### src/cca_pkg.sv
`default_nettype none

package cca_pkg;

	localparam int CLUSTERS = 256;
	localparam int AW = $clog2(CLUSTERS);  // cluster index bits
	localparam int CW = 9;                 // count field bits
	localparam int LW = AW + 1;            // link entry bits: index plus end mark

	localparam logic [LW-1:0] LINK_FREE = '0;
	localparam logic [LW-1:0] LINK_EOC = {1'b1, {AW{1'b0}}};
	localparam logic [AW-1:0] FREE_ALL = AW'(CLUSTERS - 1);  // cluster 0 never counts

	typedef enum logic [2:0] {
		K_FORMAT = 3'd0,
		K_ALLOC  = 3'd1,
		K_EXTEND = 3'd2,
		K_FREE   = 3'd3,
		K_LENGTH = 3'd4
	} kind_t;

	typedef enum logic [1:0] {
		ST_OK   = 2'd0,
		ST_FULL = 2'd1,
		ST_BAD  = 2'd2
	} status_t;

	// next probe address
	typedef enum logic [2:0] {
		X_HOLD = 3'd0,
		X_HEAD = 3'd1,
		X_LINK = 3'd2,
		X_ONE  = 3'd3,
		X_INC  = 3'd4
	} xsel_t;

	// table write
	typedef enum logic [2:0] {
		W_NONE = 3'd0,
		W_CLR  = 3'd1,
		W_LINK = 3'd2,
		W_EOC  = 3'd3,
		W_TAIL = 3'd4
	} wsel_t;

	// how the result word is built
	typedef enum logic [1:0] {
		RM_NONE = 2'd0,
		RM_CNT  = 2'd1,
		RM_ECHO = 2'd2,
		RM_TAKE = 2'd3
	} rmode_t;

	typedef struct packed {
		logic    load;
		xsel_t   xsel;
		wsel_t   wsel;
		logic    walk_init;
		logic    walk_step;
		logic    take_init;
		logic    take_hit;
		logic    fmt;
		logic    res_load;
		status_t res_st;
		rmode_t  res_mode;
	} cmd_t;

	typedef struct packed {
		logic [2:0] kind;
		logic       hv;
		logic       head_zero;
		logic       n_zero;
		logic       short_space;
		logic       v_zero;
		logic       v_eoc;
		logic       cnt_zero;
		logic       cnt_last;
		logic       got_zero;
		logic       got_last;
	} sts_t;

endpackage

`default_nettype wire

### src/cca_if.sv
`default_nettype none

interface cca_req_if;
	logic                    valid;
	logic                    ready;
	logic [2:0]              kind;
	logic [cca_pkg::AW-1:0]  head_cluster;
	logic                    head_valid;
	logic [cca_pkg::CW-1:0]  alloc_clusters;

	modport source (output valid, kind, head_cluster, head_valid, alloc_clusters, input ready);
	modport sink (input valid, kind, head_cluster, head_valid, alloc_clusters, output ready);
endinterface

interface cca_rsp_if;
	logic                    valid;
	logic                    ready;
	logic [1:0]              status;
	logic [cca_pkg::AW-1:0]  head_out;
	logic                    head_out_valid;
	logic [cca_pkg::CW-1:0]  chain_clusters;

	modport source (output valid, status, head_out, head_out_valid, chain_clusters, input ready);
	modport sink (input valid, status, head_out, head_out_valid, chain_clusters, output ready);
endinterface

`default_nettype wire

### src/cca_dp.sv
`default_nettype none

module cca_dp (
	input  wire logic                   clk,
	input  wire logic                   arst_n,
	input  wire logic [2:0]             kind,
	input  wire logic [cca_pkg::AW-1:0] head_cluster,
	input  wire logic                   head_valid,
	input  wire logic [cca_pkg::CW-1:0] alloc_clusters,
	input  wire cca_pkg::cmd_t          cmd,
	output cca_pkg::sts_t               sts,
	output logic [1:0]                  status,
	output logic [cca_pkg::AW-1:0]      head_out,
	output logic                        head_out_valid,
	output logic [cca_pkg::CW-1:0]      chain_clusters
);

	// latched request
	logic [2:0]              kind_q;
	logic [cca_pkg::AW-1:0]  head_q;
	logic                    hv_q;
	logic [cca_pkg::CW-1:0]  n_q;

	// walk / scan state
	logic [cca_pkg::AW-1:0]  x_q;
	logic [cca_pkg::AW-1:0]  x_d;
	logic [cca_pkg::AW-1:0]  tail_q;
	logic [cca_pkg::AW-1:0]  first_q;
	logic [cca_pkg::AW-1:0]  prev_q;
	logic [cca_pkg::AW-1:0]  free_q;
	logic [cca_pkg::CW-1:0]  cnt_q;
	logic [cca_pkg::CW-1:0]  got_q;

	// link table
	logic [cca_pkg::LW-1:0]  mem [cca_pkg::CLUSTERS];
	logic [cca_pkg::CLUSTERS-1:0] vld_q;
	logic [cca_pkg::LW-1:0]  mem_rd_q;
	logic [cca_pkg::LW-1:0]  fwd_q;
	logic                    vld_rd_q;
	logic                    fwd_hit_q;
	logic [cca_pkg::LW-1:0]  rd;
	logic                    we;
	logic [cca_pkg::AW-1:0]  waddr;
	logic [cca_pkg::LW-1:0]  wdata;

	// result word
	cca_pkg::status_t        status_q;
	logic [cca_pkg::AW-1:0]  head_out_q;
	logic                    hov_q;
	logic [cca_pkg::CW-1:0]  cc_q;

	always_comb begin
		unique case (cmd.xsel)
			cca_pkg::X_HOLD: x_d = x_q;
			cca_pkg::X_HEAD: x_d = head_q;
			cca_pkg::X_LINK: x_d = rd[cca_pkg::AW-1:0];
			cca_pkg::X_ONE:  x_d = cca_pkg::AW'(1);
			cca_pkg::X_INC:  x_d = x_q + cca_pkg::AW'(1);
			default:         x_d = x_q;
		endcase
	end

	always_comb begin
		we = 1'b1;
		waddr = x_q;
		wdata = cca_pkg::LINK_FREE;
		unique case (cmd.wsel)
			cca_pkg::W_CLR: begin
				waddr = x_q;
				wdata = cca_pkg::LINK_FREE;
			end
			cca_pkg::W_LINK: begin
				waddr = prev_q;
				wdata = {1'b0, x_q};
			end
			cca_pkg::W_EOC: begin
				waddr = prev_q;
				wdata = cca_pkg::LINK_EOC;
			end
			cca_pkg::W_TAIL: begin
				waddr = tail_q;
				wdata = {1'b0, first_q};
			end
			default: we = 1'b0;
		endcase
	end

	// a write to the address read in the same cycle is passed through
	assign rd = fwd_hit_q ? fwd_q : (vld_rd_q ? mem_rd_q : cca_pkg::LINK_FREE);

	always_ff @(posedge clk) begin
		if (we) begin
			mem[waddr] <= wdata;
		end
		mem_rd_q <= mem[x_d];
		fwd_q <= wdata;
	end

	always_ff @(posedge clk or negedge arst_n) begin
		if (!arst_n) begin
			vld_q <= '0;
			vld_rd_q <= 1'b0;
			fwd_hit_q <= 1'b0;
			free_q <= cca_pkg::FREE_ALL;
		end else begin
			if (cmd.fmt) begin
				vld_q <= '0;
			end else if (we) begin
				vld_q[waddr] <= 1'b1;
			end
			vld_rd_q <= vld_q[x_d];
			fwd_hit_q <= we && (waddr == x_d);
			if (cmd.fmt) begin
				free_q <= cca_pkg::FREE_ALL;
			end else if (cmd.walk_step && cmd.wsel == cca_pkg::W_CLR) begin
				free_q <= free_q + cca_pkg::AW'(1);
			end else if (cmd.take_hit) begin
				free_q <= free_q - cca_pkg::AW'(1);
			end
		end
	end

	always_ff @(posedge clk) begin
		if (cmd.load) begin
			kind_q <= kind;
			head_q <= head_cluster;
			hv_q <= head_valid;
			n_q <= alloc_clusters;
		end
		x_q <= x_d;
		if (cmd.walk_init) begin
			cnt_q <= '0;
		end else if (cmd.walk_step) begin
			cnt_q <= cnt_q + cca_pkg::CW'(1);
			tail_q <= x_q;
		end
		if (cmd.take_init) begin
			got_q <= '0;
		end else if (cmd.take_hit) begin
			if (got_q == '0) begin
				first_q <= x_q;
			end
			prev_q <= x_q;
			got_q <= got_q + cca_pkg::CW'(1);
		end
		if (cmd.res_load) begin
			status_q <= cmd.res_st;
			case (cmd.res_mode)
				cca_pkg::RM_CNT: begin
					head_out_q <= '0;
					hov_q <= 1'b0;
					cc_q <= cnt_q;
				end
				cca_pkg::RM_ECHO: begin
					head_out_q <= hv_q ? head_q : '0;
					hov_q <= hv_q;
					cc_q <= '0;
				end
				cca_pkg::RM_TAKE: begin
					head_out_q <= (kind_q == cca_pkg::K_EXTEND && hv_q) ? head_q : first_q;
					hov_q <= 1'b1;
					cc_q <= n_q;
				end
				default: begin
					head_out_q <= '0;
					hov_q <= 1'b0;
					cc_q <= '0;
				end
			endcase
		end
	end

	always_comb begin
		sts.kind = kind_q;
		sts.hv = hv_q;
		sts.head_zero = (head_q == '0);
		sts.n_zero = (n_q == '0);
		sts.short_space = ({1'b0, free_q} < n_q);
		sts.v_zero = (rd == cca_pkg::LINK_FREE);
		sts.v_eoc = rd[cca_pkg::AW];
		sts.cnt_zero = (cnt_q == '0);
		sts.cnt_last = (cnt_q == cca_pkg::CW'(cca_pkg::CLUSTERS - 1));
		sts.got_zero = (got_q == '0);
		sts.got_last = ((got_q + cca_pkg::CW'(1)) == n_q);
	end

	assign status = status_q;
	assign head_out = head_out_q;
	assign head_out_valid = hov_q;
	assign chain_clusters = cc_q;

	a_take_has_free: assert property (@(posedge clk) disable iff (!arst_n)
		cmd.take_hit |-> free_q != '0)
		else $error("take with no free cluster");

	a_links_ascend: assert property (@(posedge clk) disable iff (!arst_n)
		cmd.wsel == cca_pkg::W_LINK |-> prev_q < x_q)
		else $error("new link does not ascend");

	a_walk_bound: assert property (@(posedge clk) disable iff (!arst_n)
		cmd.walk_step |-> cnt_q < cca_pkg::CW'(cca_pkg::CLUSTERS))
		else $error("walk past cluster count");

endmodule

`default_nettype wire

### src/cca_ctrl.sv
`default_nettype none

module cca_ctrl (
	input  wire logic          clk,
	input  wire logic          arst_n,
	input  wire logic          in_valid,
	output logic               in_ready,
	output logic               out_valid,
	input  wire logic          out_ready,
	input  wire cca_pkg::sts_t sts,
	output cca_pkg::cmd_t      cmd
);

	typedef enum logic [6:0] {
		S_IDLE = 7'b0000001,
		S_DEC  = 7'b0000010,
		S_WALK = 7'b0000100,
		S_TAKE = 7'b0001000,
		S_EOC  = 7'b0010000,
		S_LINK = 7'b0100000,
		S_RESP = 7'b1000000
	} state_t;

	state_t            state_q, state_d;
	cca_pkg::status_t  st_q, st_d;
	cca_pkg::rmode_t   mode_q, mode_d;
	logic              out_vld_q;

	logic              fin;
	cca_pkg::status_t  fin_st;
	cca_pkg::rmode_t   fin_mode;
	logic              go_take;
	logic              go_walk;
	logic              walk_end;

	always_comb begin
		state_d = state_q;
		st_d = st_q;
		mode_d = mode_q;
		cmd = '0;
		fin = 1'b0;
		fin_st = cca_pkg::ST_OK;
		fin_mode = cca_pkg::RM_NONE;
		go_take = 1'b0;
		go_walk = 1'b0;
		walk_end = 1'b0;

		unique case (state_q)
			S_IDLE: begin
				if (in_valid) begin
					cmd.load = 1'b1;
					state_d = S_DEC;
				end
			end
			S_DEC: begin
				unique case (sts.kind) inside
					cca_pkg::K_FORMAT: begin
						cmd.fmt = 1'b1;
						fin = 1'b1;
					end
					cca_pkg::K_ALLOC: begin
						if (sts.n_zero) begin
							fin = 1'b1;
							fin_st = cca_pkg::ST_BAD;
						end else if (sts.short_space) begin
							fin = 1'b1;
							fin_st = cca_pkg::ST_FULL;
						end else begin
							go_take = 1'b1;
						end
					end
					cca_pkg::K_EXTEND: begin
						if (sts.hv) begin
							if (sts.head_zero) begin
								fin = 1'b1;
								fin_st = cca_pkg::ST_BAD;
							end else begin
								go_walk = 1'b1;
							end
						end else if (sts.n_zero) begin
							fin = 1'b1;
							fin_mode = cca_pkg::RM_ECHO;
						end else if (sts.short_space) begin
							fin = 1'b1;
							fin_st = cca_pkg::ST_FULL;
						end else begin
							go_take = 1'b1;
						end
					end
					cca_pkg::K_FREE, cca_pkg::K_LENGTH: begin
						if (!sts.hv) begin
							fin = 1'b1;
						end else if (sts.head_zero) begin
							fin = 1'b1;
							fin_st = cca_pkg::ST_BAD;
						end else begin
							go_walk = 1'b1;
						end
					end
					default: begin
						fin = 1'b1;
						fin_st = cca_pkg::ST_BAD;
					end
				endcase
			end
			S_WALK: begin
				if (sts.v_zero) begin
					if (sts.cnt_zero) begin
						fin = 1'b1;
						fin_st = cca_pkg::ST_BAD;
					end else begin
						walk_end = 1'b1;
					end
				end else begin
					cmd.walk_step = 1'b1;
					if (sts.kind == cca_pkg::K_FREE) begin
						cmd.wsel = cca_pkg::W_CLR;
					end
					if (sts.v_eoc || sts.cnt_last) begin
						walk_end = 1'b1;
					end else begin
						cmd.xsel = cca_pkg::X_LINK;
					end
				end
				if (walk_end) begin
					if (sts.kind != cca_pkg::K_EXTEND) begin
						fin = 1'b1;
						fin_mode = cca_pkg::RM_CNT;
					end else if (sts.n_zero) begin
						fin = 1'b1;
						fin_mode = cca_pkg::RM_ECHO;
					end else if (sts.short_space) begin
						fin = 1'b1;
						fin_st = cca_pkg::ST_FULL;
					end else begin
						go_take = 1'b1;
					end
				end
			end
			S_TAKE: begin
				cmd.xsel = cca_pkg::X_INC;
				if (sts.v_zero) begin
					cmd.take_hit = 1'b1;
					if (!sts.got_zero) begin
						cmd.wsel = cca_pkg::W_LINK;
					end
					if (sts.got_last) begin
						cmd.xsel = cca_pkg::X_HOLD;
						state_d = S_EOC;
					end
				end
			end
			S_EOC: begin
				cmd.wsel = cca_pkg::W_EOC;
				if (sts.kind == cca_pkg::K_EXTEND && sts.hv) begin
					state_d = S_LINK;
				end else begin
					fin = 1'b1;
					fin_mode = cca_pkg::RM_TAKE;
				end
			end
			S_LINK: begin
				cmd.wsel = cca_pkg::W_TAIL;
				fin = 1'b1;
				fin_mode = cca_pkg::RM_TAKE;
			end
			S_RESP: begin
				if (!out_vld_q || out_ready) begin
					cmd.res_load = 1'b1;
					cmd.res_st = st_q;
					cmd.res_mode = mode_q;
					state_d = S_IDLE;
				end
			end
			default: state_d = S_IDLE;
		endcase

		if (go_walk) begin
			cmd.walk_init = 1'b1;
			cmd.xsel = cca_pkg::X_HEAD;
			state_d = S_WALK;
		end
		if (go_take) begin
			cmd.take_init = 1'b1;
			cmd.xsel = cca_pkg::X_ONE;
			state_d = S_TAKE;
		end
		if (fin) begin
			state_d = S_RESP;
			st_d = fin_st;
			mode_d = fin_mode;
		end
	end

	always_ff @(posedge clk or negedge arst_n) begin
		if (!arst_n) begin
			state_q <= S_IDLE;
			st_q <= cca_pkg::ST_OK;
			mode_q <= cca_pkg::RM_NONE;
			out_vld_q <= 1'b0;
		end else begin
			state_q <= state_d;
			st_q <= st_d;
			mode_q <= mode_d;
			if (cmd.res_load) begin
				out_vld_q <= 1'b1;
			end else if (out_ready) begin
				out_vld_q <= 1'b0;
			end
		end
	end

	assign in_ready = (state_q == S_IDLE);
	assign out_valid = out_vld_q;

	a_no_overwrite: assert property (@(posedge clk) disable iff (!arst_n)
		cmd.res_load |-> (!out_vld_q || out_ready))
		else $error("result word overwritten before it was taken");

	a_eoc_after_last: assert property (@(posedge clk) disable iff (!arst_n)
		state_q == S_EOC |-> $past(cmd.take_hit && sts.got_last))
		else $error("end mark without last cluster taken");

	a_accept_decode: assert property (@(posedge clk) disable iff (!arst_n)
		in_valid && in_ready |=> state_q == S_DEC)
		else $error("accepted word not decoded");

endmodule

`default_nettype wire

### src/cluster_chain_allocator.sv
`default_nettype none

// Channel  Dir  Word fields
// -------  ---  -----------------------------------------------------
// req      in   kind[2:0] head_cluster[7:0] head_valid alloc_clusters[8:0]
// rsp      out  status[1:0] head_out[7:0] head_out_valid chain_clusters[8:0]
//
// One request at a time: decode, a walk of the chain a cluster at a time,
// a scan of the entries while taking, then end mark, tail link and response load.
// The slowest request is an extend of a long chain.
// Reset and format clear the table at once through per-entry valid flags.
// The next word is accepted while a response waits; its result holds on it.

module cluster_chain_allocator (
	input  wire logic clk,
	input  wire logic arst_n,
	cca_req_if.sink   req,
	cca_rsp_if.source rsp
);

	cca_pkg::cmd_t cmd;
	cca_pkg::sts_t sts;

	// sequencer: decode, walk, take, link, respond
	cca_ctrl u_ctrl (
		.clk       (clk),
		.arst_n    (arst_n),
		.in_valid  (req.valid),
		.in_ready  (req.ready),
		.out_valid (rsp.valid),
		.out_ready (rsp.ready),
		.sts       (sts),
		.cmd       (cmd)
	);

	// link table, free counter, chain pointers and the response register
	cca_dp u_dp (
		.clk            (clk),
		.arst_n         (arst_n),
		.kind           (req.kind),
		.head_cluster   (req.head_cluster),
		.head_valid     (req.head_valid),
		.alloc_clusters (req.alloc_clusters),
		.cmd            (cmd),
		.sts            (sts),
		.status         (rsp.status),
		.head_out       (rsp.head_out),
		.head_out_valid (rsp.head_out_valid),
		.chain_clusters (rsp.chain_clusters)
	);

endmodule

`default_nettype wire
### src/flat_wrapper.sv
// flat-port wrapper written by rule: the top's interface ports become plain ports
module cluster_chain_allocator_flat 
  (clk, arst_n, req_valid, req_kind, req_head_cluster, req_head_valid, req_alloc_clusters, req_ready, rsp_valid, rsp_status, rsp_head_out, rsp_head_out_valid, rsp_chain_clusters, rsp_ready);
  cca_req_if req_i ();
  cca_rsp_if rsp_i ();
  input  wire logic clk;
  input  wire logic arst_n;
  input wire logic [$bits(req_i.valid)-1:0] req_valid;
  input wire logic [$bits(req_i.kind)-1:0] req_kind;
  input wire logic [$bits(req_i.head_cluster)-1:0] req_head_cluster;
  input wire logic [$bits(req_i.head_valid)-1:0] req_head_valid;
  input wire logic [$bits(req_i.alloc_clusters)-1:0] req_alloc_clusters;
  output wire logic [$bits(req_i.ready)-1:0] req_ready;
  output wire logic [$bits(rsp_i.valid)-1:0] rsp_valid;
  output wire logic [$bits(rsp_i.status)-1:0] rsp_status;
  output wire logic [$bits(rsp_i.head_out)-1:0] rsp_head_out;
  output wire logic [$bits(rsp_i.head_out_valid)-1:0] rsp_head_out_valid;
  output wire logic [$bits(rsp_i.chain_clusters)-1:0] rsp_chain_clusters;
  input wire logic [$bits(rsp_i.ready)-1:0] rsp_ready;
  assign req_i.valid = req_valid;
  assign req_i.kind = req_kind;
  assign req_i.head_cluster = req_head_cluster;
  assign req_i.head_valid = req_head_valid;
  assign req_i.alloc_clusters = req_alloc_clusters;
  assign req_ready = req_i.ready;
  assign rsp_valid = rsp_i.valid;
  assign rsp_status = rsp_i.status;
  assign rsp_head_out = rsp_i.head_out;
  assign rsp_head_out_valid = rsp_i.head_out_valid;
  assign rsp_chain_clusters = rsp_i.chain_clusters;
  assign rsp_i.ready = rsp_ready;
  cluster_chain_allocator u_core (.clk(clk), .arst_n(arst_n), .req(req_i), .rsp(rsp_i));
endmodule
### config.mk
export PLATFORM = sky130hd
export DESIGN_NAME = cluster_chain_allocator_flat
export DESIGN_NICKNAME = d
export VERILOG_FILES = /design/src/cca_pkg.sv /design/src/cca_if.sv /design/src/cca_dp.sv /design/src/cca_ctrl.sv /design/src/cluster_chain_allocator.sv /design/src/flat_wrapper.sv
export SDC_FILE = /design/constraint.sdc
export NUM_CORES = 2
export LEC_CHECK = 0
export BUFFER_PORTS_ARGS = -buffer_cell sky130_fd_sc_hd__buf_2
export CAP_MARGIN = 20
export CORE_AREA = 2 2 513 719
export DETAILED_ROUTE_END_ITERATION = 16
export DIE_AREA = 0 0 515 721
export GPL_ROUTABILITY_DRIVEN = 0
export HOLD_SLACK_MARGIN = 0.1
export PLACE_DENSITY_LB_ADDON = 0.25
export SLEW_MARGIN = 5
export SYNTH_ARGS = -nofsm -noshare
export SYNTH_HDL_FRONTEND = slang
export SYNTH_SLANG_ARGS = --single-unit
### constraint.sdc
create_clock -name clk -period 7.1 [get_ports clk]
set_input_delay 1.775 -clock clk [delete_from_list [all_inputs] [get_ports clk]]
set_output_delay 1.775 -clock clk [all_outputs]
set_load 0.05 [all_outputs]
-- Yosys cells after proc, flatten, opt, wreduce, memory -nomap -nowiden
Memories as Yosys holds them, arrays and structs flattened. A register that Yosys moved wholly into a read port is not among the register bits.
Index checks and enable logic that the tools add are counted.
W data, S select, Z words.
- input port bits: 25
- flip-flop bits (word level): 378
- output and inout port bits: 22
- word-level logic and storage cells: 199
- RAM bits: 2304
- memories: 1
- bitwise operators: 3
- reductions and logical operators: 26
- eq/ne operators: 32
- multiplexer cells: 105
- magnitude comparators: 4
- $add $sub $neg: 5
- memory list (name ; depth ; width ; rd ports ; clocked after memory_dff ; wr ports ; line ; RTL):
    u_core.u_dp.mem ; 256 ; 9 ; 1 ; 1 ; 1 ; cca_dp.sv:35 ; logic [cca_pkg::LW-1:0] mem [cca_pkg::CLUSTERS];
- operator list (kind ; count):
    $mux W256 ; 2
    $or A256 B256 Y256 ; 1
    $mux W7 ; 8
    $mux W1 ; 45
    $mux W8 ; 5
    $logic_not A9 Y1 ; 4
    $mux W2 ; 18
    $pmux W7 S5 ; 1
    $pmux W8 S2 ; 2
    $pmux W8 S4 ; 1
    $pmux W9 S3 ; 1
    $add A9 B1 Y9 const B ; 2
    $eq A3 B2 Y1 const B ; 6
    $lt A8 B9 Y1 const B ; 2
    $mux W9 ; 2
    $pmux W9 S2 ; 1
    $add A8 B1 Y8 const B ; 2
    $pmux W2 S4 ; 2
    $mux W5 ; 3
    $pmux W3 S4 ; 1
    $ne A5 B4 Y1 const B ; 2
    $ne A5 B5 Y1 const B ; 2
    $eq A3 B1 Y1 const B ; 3
    $eq A3 B3 Y1 const B ; 3
    other kinds (41) ; 56

-- Longest topological paths before layout
- depth after elaboration: 16
- gate-level depth with buffers: 22

-- Hierarchy
Synthesis repeated with hierarchy kept, for this count alone.
- cells, all modules: 8162
- area, all modules: 109646.4 sq um
- by module, submodules not included (module ; cells an instance ; seq. area each (sq um) ; times used ; area each (sq um)):
    cca_dp ; 8043 ; 78685.5 ; 1 ; 108669.2
    cca_ctrl ; 119 ; 301.5 ; 1 ; 977.2

-- Worst setup path after synthesis
OpenSTA, ideal clock, no wires.
- path kind: register to register
- start: register u_core.u_ctrl.state_q[4]
- end: memory u_core.u_dp.mem[0][0] (netlist bit), data pin
- setup time: 0.866 ns
- stages on the path, launching flop included: 8
- buffers on the path: 2
- path slack: 0.472 ns
- data arrival time: 5.761 ns
- period minus slack after synthesis: 6.628 ns
- data required time: 6.234 ns
- cells stage by stage: dfrtp_1 or4_4 or4b_2 buf_2 or2_2 buf_2 a21oi_2 a22o_1
- cells in the longest elaborated chain, start to end: 4
- RTL lines (item ; line ; RTL):
    start, declared ; cca_ctrl.sv:24 ; state_t state_q, state_d;
    start signal, assigned ; cca_ctrl.sv:202 ; state_q <= state_d;
    $eq A7 B6 Y1 (tied with other cells) ; cca_ctrl.sv:48 ; unique case (state_q)
    $pmux W3 S4 (*) ; cca_ctrl.sv:48 ;
    $eq A3 B3 Y1 / $eq A3 B2 Y1 (equally long branches) ; cca_dp.sv:67 ; unique case (cmd.wsel)
    $pmux W9 S3 (*) ; cca_dp.sv:67 ;
    named net u_core.u_dp.wdata (one bit) ; cca_dp.sv:44 ; logic [cca_pkg::LW-1:0] wdata;
    end, declared ; cca_dp.sv:35 ;
Mark *: on every way through the listed nets, which the timed path passes. The rest lies on a longest branch.

-- Worst setup path in the final report
- start: register u_core.u_dp.fwd_hit_q
- end: register u_core.u_dp.vld_rd_q
- cells in the longest elaborated chain, start to end: 12
- RTL lines (item ; line ; RTL):
    start, declared ; cca_dp.sv:40 ; logic fwd_hit_q;
    start signal, assigned ; cca_dp.sv:112 ; fwd_hit_q <= we && (waddr == x_d);
    $mux W9 (*) ; cca_dp.sv:89 ; assign rd = fwd_hit_q ? fwd_q : (vld_rd_q ? mem_rd_q : cca_pkg::LINK_FREE);
    branches (longest 8 deep; another with $logic_not A9 Y1) ; n/a ;
    $pmux W8 S4 (*) ; cca_dp.sv:53 ; unique case (cmd.xsel)
    $bmux W1 S8 (*) ; cca_dp.sv:111 ; vld_rd_q <= vld_q[x_d];
    $mux W1 (implied by the code) (*) ; cca_dp.sv:111 ;
    end signal, assigned ; cca_dp.sv:111 ;
    end, declared ; cca_dp.sv:39 ; logic vld_rd_q;
Mark *: on every way between the ends. The select of a mux whose other input is x is not followed.
A chain may end at the register's enable or synchronous reset.

==> metrics.yaml <==
status:
  outcome: "finished, final reports clean"
placed_design:
  post_dp_cell_area_sq_um: 117000
  post-place-ws_ns: 0.648
  dp_hpwl_mm: 216
  portBuffers: 46
floorplan:
  core-area_sq_um: 365000
  chipHeight_um: 721
  row_count: 263
  start_util: 0.298
  chipWidth_um: 515
  io_pins: 47
  die-area_sq_um: 371000
drt:
  first_pass_iters: 8
  vias: 70904
  drtAntennaViolNets: 0
  top_layer: "met5"
  wl_per_cell_um: 25.7
  drt_wl_total_mm: 352
  dr_wl_met2_mm: 176
  post_drt_via_cell_ratio: 5.18
  drtIter0Drc: 7324
  drc: 0
  wl_met1_mm: 143
  wl_met3_mm: 17.9
run:
  cap_violations: 0
sta:
  rsz0062_at_grt: "false"
  period_share: 0.932
  tns_ns: 0
  setup_violations: 0
  worstMarginPinSlew_ns: 1.14
  hold_viol: 0
  clock_skew_ns: 0.0479
  maxSlewViolCount: 0
  layout_setup_ws_ns: 0.484
  max_slew_margin: 0.240
  max_freq_ghz: 0.151
  min_period_ns: 6.62
pwr:
  p_int_w: 0.0284
  switching_power_w: 0.0160
  clkPwrFrac: 0.316
  p_comb_frac: 0.292
  p_seq_frac: 0.392
  max-vdd-ir-drop_mv: 0.454
  powerDensity_nw_per_um2: 354
  total_leakage_power_nw: 46.8
  switching_share: 0.361
hold_path:
  min_path_type: "reg2reg"
  hold_start: "u_core.u_dp.vld_q[57]$_DFFE_PN0P_"
layout:
  fin_nets: 8746
  areaGrowthSynthToFinish_pct: 15.0
  stdcell_area_sq_um: 125000
  nFillCells: 35680
  drive_above_1_share: 0.107
  fin_util: 0.343
critical_path:
  path_cells: "nor2b_1 -> o21ai_0 -> a31oi_1 -> o41a_1 -> o21ai_1 -> nor3_2 -> or2_4 -> buf_12 -> buf_4 -> mux4_2 -> a2111oi_0 -> buf_4 -> a211o_1 -> a221o_1 -> nand4_1 -> a32o_1"
  arrival_ns: 7.44
  required_ns: 7.93
  crit_top_cell: "buf_4"
  cpPeakStageDelay_ns: 0.77
  crit_path_start_kind: "flip-flop"
  startpoint: "u_core.u_dp.fwd_hit_q$_DFF_PN0_"
  path_class: "reg2reg"
  reg2reg_from: "u_core.u_dp.fwd_hit_q$_DFF_PN0_"
  crit_path_top_delay_cell: "nor3_2"
  endpoint_kind: "flip-flop"
  cp_max_fo: 42
logic_synthesis:
  synth_area_sq_um: 109000
  async_flop_share: 0.103
  synth_cells: 8515
  ys_seq_elements: 2691
  syn-num-nets: 8560
  synth_ff_type: "edfxtp_1"
  synth_edf_count: 2369
  yosysUniqueCellTypes: 86
  yosys.area.top_type: "edfxtp_1"
  synth-seq-area-share: 0.725
  synth_top_area_share: 0.653
  yosysWarnings: 0
  avgSynthCellArea_sq_um: 12.8
  ys_top_cells_by_area: "edfxtp_1 (65%), nand2_1 (7.6%), dfrtp_1 (6.2%)"
clock_tree:
  clk_latency_ns: 0.94
  cts_hold_buf: 0
  numCtsBuffers: 248
  clk_pin_slew_worst_paths_ns: 0.07
  clock_sinks: 2691
  htreeDepth: 4
  cts_tree: "done"
  root_buffer: "clkbuf_16"
  cts.path.max_buffers: 4
  cts_setup_buffers: 0
  post_cts_resized: 0
global_route:
  grt_overflow: 0
  grtUsageTotal: 0.185
  grt_antenna_before_repair: 11
  grt_max_degree: 143
  grt_pass1_wl_mm: 507
  grt_pass1_vias: 69643
## registers in the layout, indices dropped and copies added, names as in the netlist, 9 cells and up
signal / count
u_core.u_dp.mem: 2304
u_core.u_dp.vld_q: 256
u_core.u_dp.chain_clusters: 9
u_core.u_dp.cnt_q: 9
u_core.u_dp.fwd_q: 9
u_core.u_dp.got_q: 9
u_core.u_dp.mem_rd_q: 9
u_core.u_dp.n_q: 9
## Yosys cell counts, types with 52 or more instances
library cell  number
o21ai_0          130
a32oi_1           54
a31oi_1          125
nand3_1          736
buf_1             56
dfrtp_1          269
nand4_1           56
nor3_1           156
clkbuf_1         249
nor2_1           362
edfxtp_1        2369
nand2_1         2206
a21oi_1          342
o22ai_1           55
a22oi_1           52
buf_2            203
mux2i_1          236
o21a_1           262
and3_1            64
## placed cells by master (no fill, tap or decap), types with 45 or more instances in the layout
cell type	synthesis	routed
edfxtp_1	2369	2369
nand2_1	2206	2201
nand3_1	736	734
buf_4	24	379
nor2_1	362	359
a21oi_1	342	341
dfrtp_1	269	269
o21a_1	262	261
clkbuf_16	0	251
mux2i_1	236	236
nor3_1	156	154
o21ai_0	130	130
a31oi_1	125	124
and3_1	64	64
nand4_1	56	56
o22ai_1	55	55
a32oi_1	54	54
clkbuf_1	249	53
a22oi_1	52	51
buf_12	0	51
buf_2	203	45
## cells by family after synthesis
kind of cell / count (synthesis) / synth area share
buffers and inverters: 580 / 0.0237
XOR/XNOR: 35 / 0.00281
multiplexers: 256 / 0.0257
adder cells (fa/ha/maj): 20 / 0.00237
flip-flops: 2691 / 0.725
AO/OA/AOI/OAI: 1273 / 0.0788
AND/OR/NAND/NOR: 3660 / 0.142
## final timing paths
| path | end | slack (ns) | cells past startpoint |
|---|---|---|---|
| setup / recovery | u_core.u_dp.vld_rd_q$_DFF_PN0_ | 0.48 | 16 |
| hold / removal | u_core.u_dp.vld_q[57]$_DFFE_PN0P_ | 0.49 | 1 |
| max in group asynchronous | u_core.u_dp.vld_q[64]$_DFFE_PN0P_ | 5.05 | 2 |
| min in group asynchronous | u_core.u_dp.vld_q[52]$_DFFE_PN0P_ | 0.84 | 1 |
| hold reg to reg | u_core.u_dp.vld_q[57]$_DFFE_PN0P_ | 0.49 | 1 |
| setup reg to reg | u_core.u_dp.vld_rd_q$_DFF_PN0_ | 0.48 | 16 |
## critical path, delay by kind of cell, from the launching register on
kind,cells,cell delay [ns]
AOI/OAI and AO/OA,8,2.62
and+or+nand+nor,4,2.16
muxes,1,0.33
DFF,1,0.53
buffers and inverters,3,0.84
## final cells by class
cell class | count | area [sq um] | area share
antenna | 2 | 5.00 | 0.0000399
clock buffer | 347 | 7070 | 0.0564
clock inverter | 114 | 1400 | 0.0111
inverter | 40 | 178 | 0.00142
multi-input combinational | 5244 | 27700 | 0.221
sequential | 2691 | 79000 | 0.630
tap | 4770 | 5970 | 0.0476
timing repair buffer | 476 | 4110 | 0.0328
## power by group through the flow
stage / clock, W / combinational [W] / sequential (W)
4_1_cts: 0.0143 / 0.0130 / 0.0174
5_1_grt: 0.0148 / 0.0136 / 0.0174
3_5_place_dp: 0 / 0.0129 / 0.0177
2_1_floorplan: 0 / 0.00717 / 0.0177
6_report: 0.0140 / 0.0129 / 0.0174
3_3_place_gp: 0 / 0.0129 / 0.0177
## per-layer routing
layer / GRT usage / up-vias
met3: 0.0197 / 551
met1: 0.234 / 36555
li1: - / 31556
met4: 0.0735 / 4
met5: 0 / -
met2: 0.323 / 2238
## metrics by stage
step | total power [W] | hold WS [ns] | instances
after CTS | 0.0446 | 0.489 | 13681
after floorplan | 0.0248 | 0.441 | 8515
after global routing | 0.0458 | 0.497 | 13683
after global placement | 0.0307 | 0.468 | 13218
after detailed placement | 0.0307 | 0.474 | 13220
final | 0.0444 | 0.485 | 13684
(Power assumes the default switching activity.)
